--- src/rtl/core/csp_pkg.sv ---
`timescale 1ns / 1ps
`default_nettype none

package csp_pkg;

    // longest line is LINE_CAPACITY - 1 emitted bytes
    localparam int LINE_CAPACITY = 4096;
    localparam int CNT_W         = $clog2(LINE_CAPACITY);
    localparam logic [CNT_W-1:0] LINE_LIMIT = CNT_W'(LINE_CAPACITY - 1);

    localparam logic [7:0] CH_STAR      = 8'h2A;
    localparam logic [7:0] CH_SLASH     = 8'h2F;
    localparam logic [7:0] CH_BACKSLASH = 8'h5C;
    localparam logic [7:0] CH_DQUOTE    = 8'h22;
    localparam logic [7:0] CH_SQUOTE    = 8'h27;
    localparam logic [7:0] CH_NEWLINE   = 8'h0A;
    localparam logic [7:0] CH_SPACE     = 8'h20;

    typedef struct packed {
        logic [7:0] in_byte;
        logic       line_last;
    } t_in_item;

    typedef struct packed {
        logic [7:0] out_byte;
        logic       byte_valid;
        logic       line_done;
        logic       run_last;
    } t_out_item;

    // scanner mode and line state carried from byte to byte
    typedef struct packed {
        logic             in_block_comment;
        logic             in_string_lit;
        logic             in_char_lit;
        logic             skip_rest_of_line;
        logic [7:0]       held_byte;
        logic             held_valid;
        logic [CNT_W-1:0] out_count;
    } t_scan_state;

    // results of one source byte: up to two bytes and the closing marker
    typedef struct packed {
        logic [1:0] n_bytes;
        logic [7:0] byte0;
        logic [7:0] byte1;
        logic       line_done;
    } t_bundle;

endpackage

`default_nettype wire

--- src/rtl/core/c_comment_string_stripper.sv ---
`timescale 1ns / 1ps
`default_nettype none

// channel | direction | handshake         | payload
// --------+-----------+-------------------+----------------------------------------
// input   | in        | i_valid / o_ready | i_data  : in_byte, line_last
// output  | out       | o_valid / i_ready | o_data  : out_byte, byte_valid,
//         |           |                   |           line_done, run_last
//
// each source byte gives one to three output transfers: up to two cleaned bytes
// then a marker; the output side sends one per cycle while i_ready is high
// the first result passes the input register, then the result register, and is
// offered once the result register is free to take it
// reset (synchronous, active low) clears the modes, the hold and the line count
// a stalled output holds the result register; the input register is taken as
// soon as the last result of the previous byte is transferred

module c_comment_string_stripper (
    input  logic                i_clk,
    input  logic                i_rst_n,
    input  logic                i_valid,
    output logic                o_ready,
    input  csp_pkg::t_in_item   i_data,
    output logic                o_valid,
    input  logic                i_ready,
    output csp_pkg::t_out_item  o_data
);
    import csp_pkg::*;

    // input register
    t_in_item    r_in;
    logic        r_in_valid;

    // scanner state
    t_scan_state r_state;
    t_scan_state n_state;
    t_bundle     n_bundle;

    logic        out_free;
    logic        advance;

    // move the held byte on when the result register can take its bundle
    assign advance = r_in_valid && out_free;
    assign o_ready = !r_in_valid || out_free;

    csp_decide u_decide (
        .i_state  (r_state),
        .i_item   (r_in),
        .o_state  (n_state),
        .o_bundle (n_bundle)
    );

    csp_out u_out (
        .i_clk    (i_clk),
        .i_rst_n  (i_rst_n),
        .i_load   (advance),
        .i_bundle (n_bundle),
        .o_free   (out_free),
        .o_valid  (o_valid),
        .i_ready  (i_ready),
        .o_data   (o_data)
    );

    always_ff @(posedge i_clk) begin
        if (!i_rst_n) begin
            r_in_valid <= 1'b0;
        end else if (i_valid && o_ready) begin
            r_in_valid <= 1'b1;
        end else if (advance) begin
            r_in_valid <= 1'b0;
        end
    end

    // input payload, no reset
    always_ff @(posedge i_clk) begin
        if (i_valid && o_ready) begin
            r_in <= i_data;
        end
    end

    // modes, hold and line count update once per decided byte
    always_ff @(posedge i_clk) begin
        if (!i_rst_n) begin
            r_state <= '0;
        end else if (advance) begin
            r_state <= n_state;
        end
    end

endmodule

`default_nettype wire

--- src/rtl/core/csp_decide.sv ---
`timescale 1ns / 1ps
`default_nettype none

module csp_decide (
    input  csp_pkg::t_scan_state i_state,
    input  csp_pkg::t_in_item    i_item,
    output csp_pkg::t_scan_state o_state,
    output csp_pkg::t_bundle     o_bundle
);
    import csp_pkg::*;

    typedef struct packed {
        t_scan_state st;
        t_bundle     bnd;
        logic        used;
    } t_acc;

    // append one byte unless the line is full
    function automatic t_acc put_b(t_acc a, logic [7:0] b);
        t_acc r;
        r = a;
        if (r.st.out_count < LINE_LIMIT) begin
            if (r.bnd.n_bytes == 2'd0) begin
                r.bnd.byte0 = b;
            end else begin
                r.bnd.byte1 = b;
            end
            r.bnd.n_bytes   = r.bnd.n_bytes + 2'd1;
            r.st.out_count  = r.st.out_count + 1'b1;
        end
        return r;
    endfunction

    // decide one byte, with the following byte when there is one
    function automatic t_acc decide(t_acc a, logic [7:0] cur, logic has_next,
                                    logic [7:0] nxt);
        t_acc r;
        r      = a;
        r.used = 1'b0;
        if (r.st.out_count >= LINE_LIMIT) begin
            r.st.skip_rest_of_line = 1'b1;
            r.used                 = 1'b1;
        end else if (r.st.in_block_comment) begin
            r = put_b(r, (cur == CH_NEWLINE) ? CH_NEWLINE : CH_SPACE);
            if (cur == CH_STAR && has_next && nxt == CH_SLASH) begin
                r = put_b(r, CH_SPACE);
                r.st.in_block_comment = 1'b0;
                r.used                = 1'b1;
            end
        end else if (r.st.in_string_lit || r.st.in_char_lit) begin
            r = put_b(r, cur);
            if (cur == CH_BACKSLASH && has_next && r.st.out_count < LINE_LIMIT) begin
                r      = put_b(r, nxt);
                r.used = 1'b1;
            end else begin
                if (r.st.in_string_lit && cur == CH_DQUOTE) begin
                    r.st.in_string_lit = 1'b0;
                end
                if (r.st.in_char_lit && cur == CH_SQUOTE) begin
                    r.st.in_char_lit = 1'b0;
                end
            end
        end else if (cur == CH_SLASH && has_next && nxt == CH_STAR) begin
            r = put_b(r, CH_SPACE);
            r = put_b(r, CH_SPACE);
            r.st.in_block_comment = 1'b1;
            r.used                = 1'b1;
        end else if (cur == CH_SLASH && has_next && nxt == CH_SLASH) begin
            r.st.skip_rest_of_line = 1'b1;
            r.used                 = 1'b1;
        end else begin
            if (cur == CH_DQUOTE) begin
                r.st.in_string_lit = 1'b1;
            end else if (cur == CH_SQUOTE) begin
                r.st.in_char_lit = 1'b1;
            end
            r = put_b(r, cur);
        end
        return r;
    endfunction

    t_acc a0;
    t_acc a1;
    t_acc a2;

    always_comb begin
        a0           = '0;
        a0.st        = i_state;
        a1           = a0;
        // pair the held byte with the incoming one
        if (!a0.st.skip_rest_of_line) begin
            if (a0.st.held_valid) begin
                a1 = decide(a0, a0.st.held_byte, 1'b1, i_item.in_byte);
                a1.st.held_valid = 1'b0;
                a1.st.held_byte  = '0;
                if (!a1.used && !a1.st.skip_rest_of_line) begin
                    a1.st.held_byte  = i_item.in_byte;
                    a1.st.held_valid = 1'b1;
                end
            end else begin
                a1.st.held_byte  = i_item.in_byte;
                a1.st.held_valid = 1'b1;
            end
        end
        // line end flushes the hold and clears per-line modes
        a2 = a1;
        if (i_item.line_last) begin
            if (a1.st.held_valid && !a1.st.skip_rest_of_line) begin
                a2 = decide(a1, a1.st.held_byte, 1'b0, 8'h00);
            end
            a2.st.held_valid        = 1'b0;
            a2.st.held_byte         = '0;
            a2.st.in_string_lit     = 1'b0;
            a2.st.in_char_lit       = 1'b0;
            a2.st.skip_rest_of_line = 1'b0;
            a2.st.out_count         = '0;
        end
        a2.bnd.line_done = i_item.line_last;
        o_state  = a2.st;
        o_bundle = a2.bnd;
    end

endmodule

`default_nettype wire

--- src/rtl/core/csp_out.sv ---
`timescale 1ns / 1ps
`default_nettype none

module csp_out (
    input  logic                i_clk,
    input  logic                i_rst_n,
    input  logic                i_load,
    input  csp_pkg::t_bundle    i_bundle,
    output logic                o_free,
    output logic                o_valid,
    input  logic                i_ready,
    output csp_pkg::t_out_item  o_data
);
    import csp_pkg::*;

    t_bundle    r_bundle;
    logic       r_busy;
    logic [1:0] r_idx;
    logic       is_byte;
    logic       is_last;

    assign is_byte = (r_idx < r_bundle.n_bytes);
    assign is_last = !is_byte;
    assign o_valid = r_busy;
    assign o_free  = !r_busy || (i_ready && is_last);

    always_comb begin
        o_data            = '0;
        o_data.byte_valid = is_byte;
        o_data.run_last   = is_last;
        o_data.line_done  = is_last && r_bundle.line_done;
        if (is_byte) begin
            o_data.out_byte = (r_idx == 2'd0) ? r_bundle.byte0 : r_bundle.byte1;
        end
    end

    always_ff @(posedge i_clk) begin
        if (!i_rst_n) begin
            r_busy <= 1'b0;
            r_idx  <= '0;
        end else if (i_load) begin
            r_busy <= 1'b1;
            r_idx  <= '0;
        end else if (r_busy && i_ready) begin
            if (is_last) begin
                r_busy <= 1'b0;
            end else begin
                r_idx <= r_idx + 2'd1;
            end
        end
    end

    // payload, no reset
    always_ff @(posedge i_clk) begin
        if (i_load) begin
            r_bundle <= i_bundle;
        end
    end

endmodule

`default_nettype wire
--- config.mk ---
export PLATFORM = sky130hd
export DESIGN_NAME = c_comment_string_stripper
export DESIGN_NICKNAME = d
export VERILOG_FILES = /design/src/rtl/core/csp_pkg.sv /design/src/rtl/core/c_comment_string_stripper.sv /design/src/rtl/core/csp_decide.sv /design/src/rtl/core/csp_out.sv
export SDC_FILE = /design/constraint.sdc
export NUM_CORES = 1
export LEC_CHECK = 0
export BUFFER_PORTS_ARGS = -buffer_cell sky130_fd_sc_hd__buf_4
export CAP_MARGIN = 20
export CORE_ASPECT_RATIO = 0.7
export CORE_UTILIZATION = 60
export CTS_CLUSTER_SIZE = 10
export DETAILED_ROUTE_END_ITERATION = 7
export PLACE_DENSITY = 0.79
export SYNTH_ARGS = -nofsm -noshare
export SYNTH_HDL_FRONTEND = slang
export SYNTH_SLANG_ARGS = --single-unit
--- constraint.sdc ---
create_clock -name i_clk -period 11.84 [get_ports i_clk]
set_clock_uncertainty 0.15 [all_clocks]
set_input_delay 1.184 -clock i_clk [delete_from_list [all_inputs] [get_ports i_clk]]
set_output_delay 1.184 -clock i_clk [all_outputs]
set_load 0.03 [all_outputs]
==> results.toml <==
[global_route]
grt_pass1_wl_mm = 27.26
grt_max_degree = 22
grt_overflow = 0
grt_pass1_vias = 4769
grt_usage_pct = 44.55
antenna_found_initial = 0

[outcome]
status = "finished, final reports clean"

[clocking]
clock_sinks = 57
cts_tree = "yes"
cts_made_buffers = 9
clk_pin_slew_ps = 50
cts_root_buf = "clkbuf_16"
htreeDepth = 3
ctsHoldBuffers = 0
cts_buffer_depth = 2
post_cts_resized = 0
clk_latency_ps = 330
post_cts_buffers = 0

[synth]
yosysTopAreaCellShare_pct = 17.64
synth.largest_area_cell = "edfxtp_1"
yosysWarnings = 0
synth_cells = 574
synth_area_leaders = "edfxtp_1, dfxtp_1, nand2_1, mux2i_1, o21ai_0"
syn_avg_cell_area_um2 = 8.303
async_reset_ff_share_pct = 0
synth-edff-count = 28
synth.cell_area_um2 = 4766
synth_top_flop_cell = "dfxtp_1"
syn_nets = 594
synth_cell_types = 87
ys_seq_elements = 57
ys_seq_area_share_pct = 29.82

[sta]
fin_crit_ps = 6448
rsz0062_at_grt = "false"
hold_violations = 0
report.final.slew_viol_count = 0
post-route-period-util_pct = 54.46
setup_tns_ps = 0
tightest_slew_ps = 1027
hold_slack_ps = 371.0
setup-violations-final = 0
fmax_ghz = 0.1551
maxSlewHeadroom_pct = 31.31

[route]
vias = 5182
detail-route-antenna-nets = 0
drtPass1Iterations = 8
drc = 0
vias_per_cell = 7.654
drt-initial-drc-count = 971
finalWirelength_mm = 17.81
wl_per_cell_um = 26.30

[worst_setup_path]
r2r_cells = 18
rr_endpoint = "u_out.r_bundle[16]$_DFFE_PP_"
crit_buf_inv = 2
cp-start-kind = "register"
crit_slowest_cell = "dfxtp_1"
r2r-start = "r_state[0]$_SDFFE_PN0P_"
regToRegSetupSlack_ps = 5390
crit_chain = "ha_1, and3_1, nand4_2, inv_2, nand2_1, o21ai_0, ha_1, nand2_1, nor3_4, nand2_2, inv_2, o21ai_0, a211o_1, a21oi_2, and3_1, nand2_1, nor2_4, mux2i_1"
arrival_ps = 6460
slowest_delay_ps = 770
crit_path_max_fanout = 17
crit_required_ps = 11850
criticalPathCategory = "reg -> reg"
path_common_cell = "nand2_1"
end_kind = "register"
critPathTopFamily = "simple AND/OR/NAND/NOR gates"

[floorplan]
core_area_um2 = 7482
dieArea_um2 = 8309
start_util_pct = 63.70
chipHeight_um = 76.57
num_rows = 26
io_pins = 26
die_x_um = 108.5

[finish]
nets = 594
diodes = 0
fillers = 600
fin_util_pct = 69.30
area_growth_pct = 8.795
drive_gt1_share_pct = 14.34

[place]
finalWeightedCongestion = 1.079
numPortBuffers = 25
hpwl_mm = 13.00

[min_path]
worst_hold_path_type = "reg -> reg"
holdPathStages = 1
hp-start = "r_state[22]$_SDFFE_PN0P_"
hold_end = "r_state[22]$_SDFFE_PN0P_"

[power_and_ir_drop]
ir_worst_vdd_v = 0.00008991
cellLeakagePower_nw = 1.979
powerDensity_nw_per_um2 = 101.2

[run]
maxCapViolCount = 0
==> where the power goes <==
group	switching, mW	leakage [nW]	internal [mW]	total [mW]
registers	0.00890	0.508	0.215	0.224
logic	0.0326	1.33	0.0183	0.0508
clock network	0.0908	0.136	0.159	0.250
total	0.132	1.98	0.392	0.525
==> cell usage in the layout, fill, tap and decap left out, types with 6 or more instances in the layout <==
cell / n
a21oi_1: 26
a22o_1: 17
a31oi_1: 13
a32o_1: 6
and2_1: 7
and3_1: 8
buf_4: 32
clkbuf_16: 9
dfxtp_1: 29
edfxtp_1: 28
ha_1: 7
inv_1: 12
mux2i_1: 22
nand2_1: 80
nand3_1: 16
nand4_1: 10
nor2_1: 36
nor3_1: 19
nor4_1: 6
o211ai_1: 6
o21ai_0: 33
o21ai_1: 9
o31ai_1: 6
or3_1: 6
xnor2_1: 6
==> flip-flops by register name, summed over array words and instances (netlist names) <==
| signal | flops |
|---|---|
| r_in | 9 |
| u_out.o_valid | 1 |
| r_in_valid | 1 |
| u_out.r_bundle | 19 |
| r_state | 25 |
| u_out.r_idx | 2 |
==> worst reg2reg max path, stage by stage (launching register included) <==
cell	delay (ps)
dfxtp_1	770
ha_1	460
and3_1	400
nand4_2	380
inv_2	410
nand2_1	90
o21ai_0	160
ha_1	290
nand2_1	160
nor3_4	320
nand2_2	200
inv_2	240
o21ai_0	220
a211o_1	370
a21oi_2	630
and3_1	320
nand2_1	100
nor2_4	310
mux2i_1	290
==> cells in the mapped netlist, drive strengths merged, types with 6 or more instances <==
cell and number:
nand2 81, o21ai 43, nor2 37, a21oi 29, dfxtp 29, edfxtp 28, clkbuf 25, mux2i 22
nor3 20, buf 18, nand3 18, a22o 17, inv 14, a31oi 13, nand4 12, and3 10
nor4 9, and2 8, ha 7, o31ai 7, or3 7, a32o 6, nand4b 6, o211ai 6
xnor2 6
==> cell type report <==
type	instances	area, µm²	area share, %
Timing Repair Buffer	32	240.2	4.633
Clock inverter	6	50.05	0.9653
Multi-Input combinational cell	460	3069	59.19
Sequential cell	57	1421	27.41
Inverter	14	52.55	1.014
Clock buffer	10	229.0	4.416
Tap cell	98	122.6	2.365
==> cell families after synthesis <==
| kind of cell | count (synthesis) | synth area share (%) |
|---|---|---|
| xor+xnor | 8 | 1.470 |
| buf+inv | 57 | 5.881 |
| flops | 57 | 29.82 |
| compound gates | 184 | 28.30 |
| mux | 24 | 5.093 |
| fa+ha+maj | 7 | 1.838 |
| simple gates | 237 | 27.59 |
==> per-stage QoR <==
step	instances	power, mW	instance area (µm²)	worst slack, ps
2_1_floorplan	574	0.2562	4766	7489
3_3_place_gp	661	0.2725	4906	5963
3_5_place_dp	661	0.2749	4906	5726
4_1_cts	677	0.5210	5185	5664
5_1_grt	677	0.5333	5185	5127
6_report	677	0.5246	5185	5392
==> layer usage <==
layer  up-vias  track usage [%]  routed length (µm)
met2       515            57.78                6709
met5         -            5.195                   0
met1      2378            63.21                7155
met3        89            20.79                3349
li1       2200                -                   -
met4         0            15.14                 592
==> worst max-delay path by stage <==
stage,start,to,slack (ps),cells past startpoint
final,r_state[0]$_SDFFE_PN0P_,u_out.r_bundle[16]$_DFFE_PP_,5390,18
after global routing,r_state[0]$_SDFFE_PN0P_,u_out.r_bundle[16]$_DFFE_PP_,5130,18
after CTS,r_state[0]$_SDFFE_PN0P_,u_out.r_bundle[16]$_DFFE_PP_,5660,18
after detailed placement,r_state[0]$_SDFFE_PN0P_,u_out.r_bundle[13]$_DFFE_PP_,5730,18
after global placement,r_state[0]$_SDFFE_PN0P_,u_out.r_bundle[16]$_DFFE_PP_,5960,18
after floorplan,r_state[1]$_SDFFE_PN0P_,u_out.r_bundle[2]$_DFFE_PP_,7490,21
No activity file was read; power rests on OpenSTA's default activity.
